File: config.mk
export PLATFORM = sky130hd
export DESIGN_NAME = line_sensor_steering_controller
export DESIGN_NICKNAME = d
export VERILOG_FILES = /design/src/lss_pkg.sv /design/src/line_sensor_steering_controller.sv /design/src/lss_channel.sv
export SDC_FILE = /design/constraint.sdc
export NUM_CORES = 2
export LEC_CHECK = 0
export CAP_MARGIN = 10
export CELL_PAD_IN_SITES_DETAIL_PLACEMENT = 1
export CELL_PAD_IN_SITES_GLOBAL_PLACEMENT = 2
export CORE_MARGIN = 2
export CORE_UTILIZATION = 35
export DETAILED_ROUTE_END_ITERATION = 7
export DONT_BUFFER_PORTS = 1
export PLACE_DENSITY = 0.66
export SLEW_MARGIN = 10
export SYNTH_ARGS = -nofsm -noshare
export SYNTH_HDL_FRONTEND = slang
export SYNTH_SLANG_ARGS = --single-unit
export TNS_END_PERCENT = 50
File: constraint.sdc
create_clock -name clk_i -period 35.2 [get_ports clk_i]
set_clock_uncertainty 0.05 [all_clocks]
set_input_delay 7.04 -clock clk_i [delete_from_list [all_inputs] [get_ports clk_i]]
set_output_delay 7.04 -clock clk_i [all_outputs]
set_load 0.03 [all_outputs]
File: src/lss_pkg.sv
// ----------------------------------------------------------------------------
// lss_pkg: shared types and constants for the line sensor steering controller
// Action and maneuver codes, register indexes, reset values and the rule table.
// ----------------------------------------------------------------------------
package lss_pkg;

  localparam int unsigned SampleBitsDef = 10;
  localparam int unsigned NumChannels   = 4;

  // filter weights, in hundredths
  localparam int unsigned WeightPrev = 15;
  localparam int unsigned WeightNew  = 85;
  localparam int unsigned WeightSum  = 100;

  localparam int unsigned DutyBits  = 8;
  localparam int unsigned CfgIdxBits = 2;

  localparam logic [DutyBits-1:0] CruiseRst = 8'd160;
  localparam logic [DutyBits-1:0] PivotRst  = 8'd110;
  localparam logic [DutyBits-1:0] NudgeRst  = 8'd60;

  localparam logic [7:0] HoldNone  = 8'd0;
  localparam logic [7:0] HoldNudge = 8'd20;
  localparam logic [7:0] HoldPivot = 8'd100;
  localparam logic [7:0] HoldTurn  = 8'd200;

  // configuration register indexes
  localparam logic [CfgIdxBits-1:0] CfgCruise = 2'd0;
  localparam logic [CfgIdxBits-1:0] CfgPivot  = 2'd1;
  localparam logic [CfgIdxBits-1:0] CfgNudge  = 2'd2;
  localparam logic [CfgIdxBits-1:0] CfgDark   = 2'd3;

  typedef enum logic [1:0] {
    ACT_CLEAR = 2'd0,
    ACT_CAL   = 2'd1,
    ACT_RUN   = 2'd2
  } action_e;

  typedef enum logic [2:0] {
    MV_STRAIGHT = 3'd0,
    MV_LEFT     = 3'd1,
    MV_RIGHT    = 3'd2,
    MV_SOFTL    = 3'd3,
    MV_SOFTR    = 3'd4,
    MV_TURN     = 3'd5
  } maneuver_e;

  // per-channel control, common to all four lanes
  typedef struct packed {
    logic    fire;    // item leaves the input register this cycle
    action_e action;
    logic    seeded;  // filter already running
    logic    dark;    // black line on white
  } chan_ctl_t;

  // pattern: front bit 3, left bit 2, center bit 1, right bit 0
  function automatic maneuver_e rule_lookup(input logic [3:0] pattern);
    maneuver_e mv;
    unique case (pattern)
      4'b0000, 4'b0001,
      4'b1000, 4'b1001: mv = MV_LEFT;
      4'b1100:          mv = MV_RIGHT;
      4'b1011, 4'b1101: mv = MV_SOFTL;
      4'b1110:          mv = MV_SOFTR;
      4'b1111:          mv = MV_TURN;
      default:          mv = MV_STRAIGHT;
    endcase
    return mv;
  endfunction

endpackage

File: src/line_sensor_steering_controller.sv
// ----------------------------------------------------------------------------
// line_sensor_steering_controller: line follower steering from four sensors
// Calibrates per-sensor bounds, smooths run samples, thresholds them and maps
// the 4-bit pattern to a maneuver with motor duties and a hold time.
// ----------------------------------------------------------------------------
// Path: an accepted run transaction goes to the input register, then to the
//   result register, where its result is offered until it is taken.
// Throughput: one transaction per cycle; each item's filter, threshold and
//   rule lookup are done in the single stage between the two registers.
//   A run waits in the input register only while an untaken result is held.
// Reset (rst_ni low, async): bounds to all ones / zero, filter unseeded,
//   duty registers to 160 / 110 / 60, white-line mode, both stages empty.
// ----------------------------------------------------------------------------
module line_sensor_steering_controller #(
  parameter int unsigned SampleBits = lss_pkg::SampleBitsDef
) (
  input  logic                                clk_i,
  input  logic                                rst_ni,
  // configuration write port
  input  logic                                cfg_we_i,
  input  logic [lss_pkg::CfgIdxBits-1:0]      cfg_index_i,
  input  logic [lss_pkg::DutyBits-1:0]        cfg_wdata_i,
  // input channel
  input  logic                                in_valid_i,
  output logic                                in_ready_o,
  input  logic [1:0]                          action_i,
  input  logic [SampleBits-1:0]               front_sample_i,
  input  logic [SampleBits-1:0]               left_sample_i,
  input  logic [SampleBits-1:0]               center_sample_i,
  input  logic [SampleBits-1:0]               right_sample_i,
  // result channel
  output logic                                out_valid_o,
  input  logic                                out_ready_i,
  output logic [lss_pkg::DutyBits-1:0]        left_forward_duty_o,
  output logic [lss_pkg::DutyBits-1:0]        left_reverse_duty_o,
  output logic [lss_pkg::DutyBits-1:0]        right_forward_duty_o,
  output logic [lss_pkg::DutyBits-1:0]        right_reverse_duty_o,
  output logic [7:0]                          hold_ms_o,
  output logic [2:0]                          maneuver_o,
  output logic [3:0]                          pattern_o
);
  import lss_pkg::*;

  // --------------------------------------------------------------------------
  // Configuration registers. Write only while the block is idle; not enforced.
  // --------------------------------------------------------------------------
  logic [DutyBits-1:0] cruise_q, pivot_q, nudge_q;
  logic                dark_q;

  always_ff @(posedge clk_i or negedge rst_ni) begin
    if (!rst_ni) begin
      cruise_q <= CruiseRst;
      pivot_q  <= PivotRst;
      nudge_q  <= NudgeRst;
      dark_q   <= 1'b0;
    end else if (cfg_we_i) begin
      unique case (cfg_index_i)
        CfgCruise: cruise_q <= cfg_wdata_i;
        CfgPivot:  pivot_q  <= cfg_wdata_i;
        CfgNudge:  nudge_q  <= cfg_wdata_i;
        CfgDark:   dark_q   <= cfg_wdata_i[0];
        default: ;
      endcase
    end
  end

  // --------------------------------------------------------------------------
  // Input register. A transaction leaves it ("fire") when it needs no result
  // slot (clear, calibrate, unused code) or when the result register is free
  // or being drained in the same cycle. Lane state updates on fire, so the
  // next transaction sees it in the following cycle with no bubble.
  // --------------------------------------------------------------------------
  logic                  in_valid_q;
  action_e               action_q;
  logic [SampleBits-1:0] samp_q [NumChannels];
  logic                  out_valid_q;
  logic                  out_free;
  logic                  is_run;
  logic                  fire;

  assign out_free   = !out_valid_q || out_ready_i;
  assign is_run     = (action_q == ACT_RUN);
  assign fire       = in_valid_q && (!is_run || out_free);
  assign in_ready_o = !in_valid_q || fire;

  always_ff @(posedge clk_i or negedge rst_ni) begin
    if (!rst_ni) begin
      in_valid_q <= 1'b0;
    end else if (in_ready_o) begin
      in_valid_q <= in_valid_i;
    end
  end

  // payload, no reset needed
  always_ff @(posedge clk_i) begin
    if (in_ready_o && in_valid_i) begin
      action_q  <= action_e'(action_i);
      samp_q[0] <= front_sample_i;
      samp_q[1] <= left_sample_i;
      samp_q[2] <= center_sample_i;
      samp_q[3] <= right_sample_i;
    end
  end

  // Seed flag: cleared by clear and calibrate, set by the first run after.
  logic seeded_q;

  always_ff @(posedge clk_i or negedge rst_ni) begin
    if (!rst_ni) begin
      seeded_q <= 1'b0;
    end else if (fire) begin
      unique case (action_q)
        ACT_CLEAR, ACT_CAL: seeded_q <= 1'b0;
        ACT_RUN:            seeded_q <= 1'b1;
        default: ;
      endcase
    end
  end

  // --------------------------------------------------------------------------
  // Sensor lanes: 0 front, 1 left, 2 center, 3 right.
  // --------------------------------------------------------------------------
  chan_ctl_t              ctl;
  logic [NumChannels-1:0] lane_bit;
  logic [3:0]             pattern;

  assign ctl.fire   = fire;
  assign ctl.action = action_q;
  assign ctl.seeded = seeded_q;
  assign ctl.dark   = dark_q;

  for (genvar c = 0; c < NumChannels; c++) begin : g_lane
    lss_channel #(
      .SampleBits(SampleBits)
    ) u_lane (
      .clk_i   (clk_i),
      .rst_ni  (rst_ni),
      .ctl_i   (ctl),
      .sample_i(samp_q[c]),
      .bit_o   (lane_bit[c])
    );
  end

  // front lands in bit 3
  assign pattern = {lane_bit[0], lane_bit[1], lane_bit[2], lane_bit[3]};

  // --------------------------------------------------------------------------
  // Rule table and motor command decode.
  // --------------------------------------------------------------------------
  maneuver_e           mv;
  logic [DutyBits-1:0] lf_d, lr_d, rf_d, rr_d;
  logic [7:0]          hold_d;

  assign mv = rule_lookup(pattern);

  always_comb begin
    lf_d   = '0;
    lr_d   = '0;
    rf_d   = '0;
    rr_d   = '0;
    hold_d = HoldNone;
    unique case (mv)
      MV_LEFT: begin
        lr_d = pivot_q; rf_d = pivot_q; hold_d = HoldPivot;
      end
      MV_RIGHT: begin
        lf_d = pivot_q; rr_d = pivot_q; hold_d = HoldPivot;
      end
      MV_TURN: begin
        lr_d = pivot_q; rf_d = pivot_q; hold_d = HoldTurn;
      end
      MV_SOFTL: begin
        lr_d = nudge_q; rf_d = nudge_q; hold_d = HoldNudge;
      end
      MV_SOFTR: begin
        lf_d = nudge_q; rr_d = nudge_q; hold_d = HoldNudge;
      end
      default: begin
        lf_d = cruise_q; rf_d = cruise_q; hold_d = HoldNone;
      end
    endcase
  end

  // --------------------------------------------------------------------------
  // Result register. Loaded only by run transactions; holds until taken.
  // --------------------------------------------------------------------------
  logic                load_out;
  logic [DutyBits-1:0] lf_q, lr_q, rf_q, rr_q;
  logic [7:0]          hold_q;
  maneuver_e           mv_q;
  logic [3:0]          pattern_q;

  assign load_out = fire && is_run;

  always_ff @(posedge clk_i or negedge rst_ni) begin
    if (!rst_ni) begin
      out_valid_q <= 1'b0;
    end else if (load_out) begin
      out_valid_q <= 1'b1;
    end else if (out_ready_i) begin
      out_valid_q <= 1'b0;
    end
  end

  always_ff @(posedge clk_i) begin
    if (load_out) begin
      lf_q      <= lf_d;
      lr_q      <= lr_d;
      rf_q      <= rf_d;
      rr_q      <= rr_d;
      hold_q    <= hold_d;
      mv_q      <= mv;
      pattern_q <= pattern;
    end
  end

  assign out_valid_o          = out_valid_q;
  assign left_forward_duty_o  = lf_q;
  assign left_reverse_duty_o  = lr_q;
  assign right_forward_duty_o = rf_q;
  assign right_reverse_duty_o = rr_q;
  assign hold_ms_o            = hold_q;
  assign maneuver_o           = mv_q;
  assign pattern_o            = pattern_q;

endmodule

File: src/lss_channel.sv
// ----------------------------------------------------------------------------
// lss_channel: one sensor lane
// Holds the lane's bounds and smoothed level, filters a run sample and
// thresholds it against the lane midpoint.
// ----------------------------------------------------------------------------
module lss_channel #(
  parameter int unsigned SampleBits = lss_pkg::SampleBitsDef
) (
  input  logic                  clk_i,
  input  logic                  rst_ni,
  input  lss_pkg::chan_ctl_t    ctl_i,
  input  logic [SampleBits-1:0] sample_i,
  output logic                  bit_o
);
  import lss_pkg::*;

  // weighted sum fits below 100 * 2^SampleBits
  localparam int unsigned NumBits   = SampleBits + 7;
  localparam int unsigned DivRecip  = (1 << NumBits) / WeightSum;
  localparam int unsigned RecipBits = $clog2(DivRecip + 1);
  localparam int unsigned ProdBits  = NumBits + RecipBits;

  logic [SampleBits-1:0] min_q, max_q, level_q;
  logic [SampleBits:0]   mid_sum;
  logic [SampleBits-1:0] mid;
  logic [SampleBits-1:0] prev;
  logic [NumBits-1:0]    num;
  logic [ProdBits-1:0]   prod;
  logic [SampleBits-1:0] quot0;
  logic [NumBits-1:0]    rem;
  logic [SampleBits-1:0] lvl;

  assign mid_sum = {1'b0, max_q} + {1'b0, min_q};
  assign mid     = mid_sum[SampleBits:1];
  assign prev    = ctl_i.seeded ? level_q : mid;

  assign num = NumBits'(prev) * NumBits'(WeightPrev)
             + NumBits'(sample_i) * NumBits'(WeightNew);

  // divide by 100: reciprocal estimate is low by at most one
  assign prod  = ProdBits'(num) * ProdBits'(DivRecip);
  assign quot0 = prod[NumBits +: SampleBits];
  assign rem   = num - NumBits'(quot0) * NumBits'(WeightSum);
  assign lvl   = (rem >= NumBits'(WeightSum)) ? quot0 + 1'b1 : quot0;

  assign bit_o = ctl_i.dark ? !(lvl > mid) : !(lvl < mid);

  always_ff @(posedge clk_i or negedge rst_ni) begin
    if (!rst_ni) begin
      min_q   <= '1;
      max_q   <= '0;
      level_q <= '0;
    end else if (ctl_i.fire) begin
      unique case (ctl_i.action)
        ACT_CLEAR: begin
          min_q <= '1;
          max_q <= '0;
        end
        ACT_CAL: begin
          if (sample_i > max_q) max_q <= sample_i;
          if (sample_i < min_q) min_q <= sample_i;
        end
        ACT_RUN: begin
          level_q <= lvl;
        end
        default: ;
      endcase
    end
  end

endmodule

After elaboration in Yosys (flattened, before gate mapping)
Memory sizes are Yosys's and may differ from the RTL's.
Index checks and enable logic that the tools add are counted.
{"block": "word_totals", "ff_bits": 197, "ram_bits": 40, "romBits": 48, "inputBits": 57, "out_inout_bits": 49, "word_cells": 179, "memories": 2}
{"block": "classes", "addsub": 16, "multipliers": 16, "order_cmp": 20, "n_eq_ne": 18, "muxes": 38, "n_reduce_logical": 42}
{"name": "(no name shown)", "words": 16, "word_bits": 3, "rd": 1, "rd_ports_with_merged_regs": 0, "write_ports": 0, "line": "lss_pkg.sv:59", "rtl": "unique case (pattern)"}
{"name": "samp_q", "words": 4, "word_bits": 10, "rd": 4, "rd_ports_with_merged_regs": 0, "write_ports": 4, "line": "line_sensor_steering_controller.sv:75", "rtl": "logic [SampleBits-1:0] samp_q [NumChannels];"}
{"operator": "$mux W10", "n": 16}
{"operator": "$pmux W10 S2", "n": 8}
{"operator": "$mul A17 B10 Y26 const B", "n": 4}
{"operator": "$gt A10 B10 Y1", "n": 8}
{"operator": "$lt A10 B10 Y1", "n": 8}
{"operator": "$pmux W8 S3", "n": 3}
{"operator": "$add A14 B17 Y17", "n": 4}
{"operator": "$ge A17 B7 Y1 const B", "n": 4}
{"operator": "$mul A10 B7 Y17 const B", "n": 4}
{"operator": "$sub A17 B17 Y17", "n": 4}
{"operator": "$mul A10 B5 Y15 const B", "n": 4}
{"operator": "$mul A10 B4 Y14 const B", "n": 4}
{"operator": "$add A10 B10 Y11", "n": 4}
{"operator": "$add A10 B1 Y10 const B", "n": 4}
{"operator": "$pmux W8 S2", "n": 2}
{"operator": "$reduce_and A3 Y1", "n": 8}
{"operator": "$ne A2 B1 Y1 const B", "n": 8}
{"operator": "$reduce_and A2 Y1", "n": 6}
{"operator": "$logic_not A1 Y1", "n": 11}
{"operator": "$reduce_or A2 Y1", "n": 5}
{"operator": "$mux W1", "n": 8}
{"operator": "$eq A2 B2 Y1 const B", "n": 3}
{"operator": "$eq A3 B2 Y1 const B", "n": 2}
{"operator": "$eq A3 B3 Y1 const B", "n": 2}
{"operator": "other kinds (8)", "n": 16}

Longest topological paths before layout
An unclocked memory read counts as a cell.
{"block": "depth", "depth_word": 16, "depth_mapped": 90, "mapped_depth_nobuf": 87}

Modules after synthesis
From an unflattened synthesis, not the netlist that was laid out.
{"block": "hier_totals", "cells_unflattened": 4564, "area_unflattened_um2": 43381.6}
{"mod": "lss_channel at g_lane[1].u_lane", "n_inst": 1, "cells_per_inst": 1080, "area_each_um2": 9793.1, "seq_area_each_um2": 763.2}
{"mod": "lss_channel at g_lane[0].u_lane", "n_inst": 1, "cells_per_inst": 1078, "area_each_um2": 9751.9, "seq_area_each_um2": 763.2}
{"mod": "lss_channel at g_lane[3].u_lane", "n_inst": 1, "cells_per_inst": 1063, "area_each_um2": 9731.8, "seq_area_each_um2": 763.2}
{"mod": "lss_channel at g_lane[2].u_lane", "n_inst": 1, "cells_per_inst": 1075, "area_each_um2": 9718.1, "seq_area_each_um2": 763.2}
{"mod": "line_sensor_steering_controller", "n_inst": 1, "cells_per_inst": 268, "area_each_um2": 4386.7, "seq_area_each_um2": 3296.9}

Worst setup path after synthesis
OpenSTA, ideal clock, no wires.
{"block": "synth_timing", "kind": "flip-flop to flip-flop", "start": "reg g_lane[2].u_lane.min_q[1]", "end": "reg rf_q[5], in the netlist right_forward_duty_o[5], data pin", "setup_ps": 261, "arrival_time_ps": 18164, "required_ps": 34889, "path_slack_ps": 16725, "stages_incl_launch_ff": 88, "n_path_buf": 3, "period_less_slack_ps": 18475, "cell_sequence": "dfstp_2 -> ha_1 -> a31o_2 -> a21oi_1 -> o21bai_1 -> a21oi_1 -> o21bai_1 -> a21oi_1 -> xnor2_1 -> o21ai_0 -> inv_1 -> fa_1 -> inv_1 -> ha_1 -> inv_1 -> fa_1 -> inv_1 -> fa_1 -> (+52 left out) -> nand2_1 -> nand4_1 -> inv_1 -> nand2_1 -> xnor2_1 -> ha_1 -> and3_1 -> nand3_1 -> nor2_1 -> inv_1 -> nor4_1 -> a311oi_2 -> o21ai_2 -> mux2_4 -> and3b_1 -> buf_6 -> buf_6 -> a221o_1"}
{"block": "synth_via", "elab_chain_cells": 16, "word_cells_on_any_way": 24, "classes_between": "add/sub (4); mul (3); order compare (3); eq/ne (5); mux (4); reduce/logical (4); memory (1)"}
{"element": "start: declaration", "line": "lss_channel.sv:23", "rtl": "logic [SampleBits-1:0] min_q, max_q, level_q;"}
{"element": "start signal: assignment", "line": "lss_channel.sv:61", "rtl": "if (sample_i < min_q) min_q <= sample_i;"}
{"element": "$add A10 B10 Y11 (*)", "line": "lss_channel.sv:33", "rtl": "assign mid_sum = {1'b0, max_q} + {1'b0, min_q};"}
{"element": "$mux W10 (*)", "line": "lss_channel.sv:35", "rtl": "assign prev = ctl_i.seeded ? level_q : mid;"}
{"element": "$mul A10 B4 Y14 (*)", "line": "lss_channel.sv:37", "rtl": "assign num = NumBits'(prev) * NumBits'(WeightPrev)"}
{"element": "$add A14 B17 Y17 (*)", "line": "lss_channel.sv:38", "rtl": "+ NumBits'(sample_i) * NumBits'(WeightNew);"}
{"element": "$mul A17 B10 Y26", "line": "lss_channel.sv:41", "rtl": "assign prod = ProdBits'(num) * ProdBits'(DivRecip);"}
{"element": "$mul A10 B5 Y15", "line": "lss_channel.sv:43", "rtl": "assign rem = num - NumBits'(quot0) * NumBits'(WeightSum);"}
{"element": "$sub A17 B17 Y17", "line": "lss_channel.sv:43"}
{"element": "$ge A17 B7 Y1", "line": "lss_channel.sv:44", "rtl": "assign lvl = (rem >= NumBits'(WeightSum)) ? quot0 + 1'b1 : quot0;"}
{"element": "(+1 left out)"}
{"element": "via g_lane[2].u_lane.lvl[8]", "line": "lss_channel.sv:31", "rtl": "logic [SampleBits-1:0] lvl;"}
{"element": "$lt A10 B10 Y1 or $gt A10 B10 Y1 (tied branches)", "line": "lss_channel.sv:46", "rtl": "assign bit_o = ctl_i.dark ? !(lvl > mid) : !(lvl < mid);"}
{"element": "$logic_not A1 Y1", "line": "lss_channel.sv:46"}
{"element": "$mux W1 (*)", "line": "lss_channel.sv:46"}
{"element": "$mem_v2 Z16 W3 (*)"}
{"element": "$eq A3 B3 Y1, or another cell as far along", "line": "line_sensor_steering_controller.sv:162", "rtl": "unique case (mv)"}
{"element": "$reduce_or A2 Y1 (no source line)"}
{"element": "$pmux W8 S3 (*)", "line": "line_sensor_steering_controller.sv:162"}
{"element": "via rf_d[5]", "line": "line_sensor_steering_controller.sv:151", "rtl": "logic [DutyBits-1:0] lf_d, lr_d, rf_d, rr_d;"}
{"element": "end signal: assignment", "line": "line_sensor_steering_controller.sv:209", "rtl": "rf_q <= rf_d;"}
{"element": "end: declaration", "line": "line_sensor_steering_controller.sv:188", "rtl": "logic [DutyBits-1:0] lf_q, lr_q, rf_q, rr_q;"}
Mark *: on every way through the listed nets, which the timed path passes. The rest lies on a longest branch.
A chain may end at the register's enable or synchronous reset.

Final worst setup path
{"block": "layout_timing", "start": "reg g_lane[2].u_lane.min_q[1]", "end": "reg rf_q[6], in the netlist right_forward_duty_o[6], data pin"}
The elaborated chain is that of the path after synthesis.

==> results.py <==
metrics = {
    "status": {
        "status": "complete, no violations",
    },
    "drt": {
        "dr.first_iter.drc_count": 1038,
        "vias": 30530,
        "wirelength_um": 112200,
        "first_pass_iters": 5,
        "routedWlPerCell_um": 18.19,
        "ant_nets": 0,
        "viasPerCell": 4.948,
        "drc": 0,
    },
    "grt": {
        "grt_first_pass_wirelength_um": 184400,
        "grt_pass1_vias": 33680,
        "antenna_found_initial": 17,
        "grt_start_max_net_pins": 149,
        "grtUsageTotal": 0.1832,
        "gr-total-overflow": 0,
    },
    "clock_network": {
        "cts_tree": "done",
        "post_cts_resized": 0,
        "cts_buffer_depth": 3,
        "post_cts_buffers": 0,
        "path_clk_slew_ns": 0.06,
        "clock-sinks": 234,
        "worstSkewPairLatency_ns": 0.58,
        "cts_buffers": 29,
        "holdBufCountCts": 0,
        "cts-root-buf": "clkbuf_16",
        "h-tree-depth": 1,
    },
    "worst_setup_path": {
        "slowest_stage": "a21oi_1",
        "r2r-end": "right_forward_duty_o[6]",
        "cp-startpoint": "g_lane[2].u_lane.min_q[1]",
        "crit_top_cell": "inv_1",
        "end_kind": "flop",
        "worstPathArrival_ns": 22.67,
        "cp_max_fo": 10,
        "r2r_slack_ns": 12.79,
        "r2r_start": "g_lane[2].u_lane.min_q[1]",
        "slowest_delay_ns": 0.77,
        "worst-setup-path-type": "flop to flop",
        "required_ns": 35.46,
        "startpoint_type": "flop",
        "rr_worst_depth": 82,
        "critPathCapture": "right_forward_duty_o[6]",
    },
    "synth": {
        "yosys_most_used_dff": "dfrtp_1",
        "syn_area_per_cell_um2": 9.491,
        "ys_seq_area_frac": 0.1488,
        "synthCells": 4496,
        "yosys_warnings": 0,
        "synthArstFlopShare": 0.6325,
        "netlist-cell-type-count": 107,
        "ys_ff_latch": 234,
        "synth_edf_count": 86,
        "synth_area_mm2": 0.04267,
    },
    "timing": {
        "fmax_mhz": 44.62,
        "grt_setup_unrepaired": "false",
        "slew_headroom": 0.2466,
        "fin_crit_sh": 0.6367,
        "setup_viol_count_final": 0,
        "hold_viol_final": 0,
        "tns_ns": 0,
        "slew_violations": 0,
        "worst_slew_pin_slew_ns": 1.130,
        "worst_hold_slack_ns": 0.4273,
        "fin_crit_ns": 22.41,
    },
    "floorplan": {
        "rows": 128,
        "die-width_um": 353.2,
        "initial_core_util": 0.3515,
        "io_pins": 106,
        "die_y_um": 353.2,
        "core_area_mm2": 0.1214,
        "die_area_mm2": 0.1247,
    },
    "placement": {
        "gp_congestion": 0.7929,
        "portBuffers": 0,
        "post-dp-hpwl_um": 95220,
    },
    "flow_run": {
        "maxCapViolCount": 0,
    },
    "cells_and_area": {
        "synthToLayoutAreaGrowth_pct": 7.172,
        "final_util": 0.3767,
        "drive_above_1_share": 0.05505,
        "nets": 5953,
    },
    "hold_path": {
        "hold_path.class": "flop to flop",
    },
}
[routing by layer]
| metal | up-vias | GRT usage | routed length, um |
|---|---|---|---|
| li1 | 15160 | - | - |
| met1 | 15040 | 0.2431 | 52590 |
| met2 | 204 | 0.3275 | 55100 |
| met3 | 108 | 0.01302 | 2539 |
| met4 | 16 | 0.03455 | 1903 |
| met5 | - | 0 | 97 |
[cell usage in the layout, fill, tap and decap left out, drive strengths merged, types with 11 or more instances in the layout]
| cell | n |
|---|---|
| or3 | 18 |
| o2111ai | 11 |
| dfrtp | 97 |
| o21bai | 55 |
| xnor2 | 168 |
| nor4 | 11 |
| clkbuf | 40 |
| nand2 | 255 |
| mux2 | 48 |
| or2 | 18 |
| buf | 46 |
| nand2b | 49 |
| fa | 399 |
| dfstp | 51 |
| edfxtp | 86 |
| nor2b | 46 |
| a21o | 108 |
| and3 | 22 |
| o21a | 31 |
| a211o | 13 |
| nor2 | 126 |
| clkinv | 11 |
| a31oi | 14 |
| a211oi | 27 |
| ha | 978 |
| o211ai | 19 |
| nand3 | 50 |
| inv | 942 |
| o21ai | 147 |
| o2bb2ai | 12 |
| xor2 | 86 |
| nand4 | 27 |
| and2 | 12 |
| a21oi | 218 |
| nor3 | 93 |
| mux2i | 46 |
| o31ai | 14 |
[layout make-up]
cell class	count	area, um2
antenna	4	10.01
clock buffer	40	797.0
clock inverter	13	82.58
fill	13980	75660
inverter	942	3537
multi-input combinational	3266	32580
sequential	234	6351
tap	1625	2033
timing repair buffer	46	345.3
[worst max-delay path: cells and delay by family, from the launching register on]
family | cells | cell delay (ns)
and+or+nand+nor | 23 | 5.31
adders and majority gates | 19 | 7.68
buffers and inverters | 15 | 1.09
xor gates and xnor gates | 5 | 1.81
DFF | 1 | 0.53
AOI/OAI and AO/OA | 20 | 5.65
[worst min path at each step]
stage	startpoint	end	slack, ns	cells past startpoint
2_1_floorplan	g_lane[1].u_lane.level_q[1]	g_lane[1].u_lane.level_q[1]	0.39	2
3_3_place_gp	g_lane[1].u_lane.level_q[1]	g_lane[1].u_lane.level_q[1]	0.41	2
3_5_place_dp	g_lane[2].u_lane.level_q[1]	g_lane[2].u_lane.level_q[1]	0.42	2
4_1_cts	g_lane[2].u_lane.level_q[1]	g_lane[2].u_lane.level_q[1]	0.43	2
5_1_grt	g_lane[2].u_lane.level_q[1]	g_lane[2].u_lane.level_q[1]	0.45	2
6_report	g_lane[2].u_lane.level_q[0]	g_lane[2].u_lane.level_q[0]	0.43	2
[kinds of logic (layout without fill, tap and decap cells)]
logic type,count (synthesis),in the layout,share of synthesized area
buffers and inverters,997,1041,0.08861
adders and majority gates,1379,1379,0.4744
AOI/OAI and AO/OA,776,776,0.1226
xor gates and xnor gates,259,259,0.05515
and+or+nand+nor,756,756,0.08676
muxes,94,94,0.02354
other,1,6,0.00008788
DFF,234,234,0.1488
[flip-flops by register name, indices dropped and copies added, names as in the netlist, 5 cells and up]
register               flops
samp_q                    40
g_lane.u_lane.min_q       40
hold_ms_o                  5
cruise_q                   8
left_reverse_duty_o        8
right_forward_duty_o       8
g_lane.u_lane.max_q       40
nudge_q                    8
left_forward_duty_o        8
pivot_q                    8
right_reverse_duty_o       8
g_lane.u_lane.level_q     40
[per-stage QoR]
step | setup slack [ns] | std cells | area, um2
floorplan | 16.73 | 4497 | 42680
global placement | 12.82 | 6113 | 44840
detailed placement | 12.51 | 6113 | 44840
CTS | 12.43 | 6166 | 45720
global route | 10.93 | 6167 | 45730
finish | 12.79 | 6170 | 45730
[cell usage after synthesis (51+ instances only)]
library cell / instances / area share
a21oi_1: 216 / 0.025
o21bai_1: 55 / 0.0097
nor3_1: 93 / 0.011
dfstp_2: 51 / 0.031
fa_1: 399 / 0.19
dfrtp_1: 97 / 0.057
nor2_1: 126 / 0.011
xor2_1: 84 / 0.017
a21o_1: 106 / 0.019
inv_1: 940 / 0.083
edfxtp_1: 86 / 0.061
xnor2_1: 168 / 0.034
o21ai_0: 131 / 0.015
ha_1: 978 / 0.29
nand2_1: 254 / 0.022
Power is not shown: default switching activity piles up to over one toggle a cycle in this logic, so the estimate is an artifact.
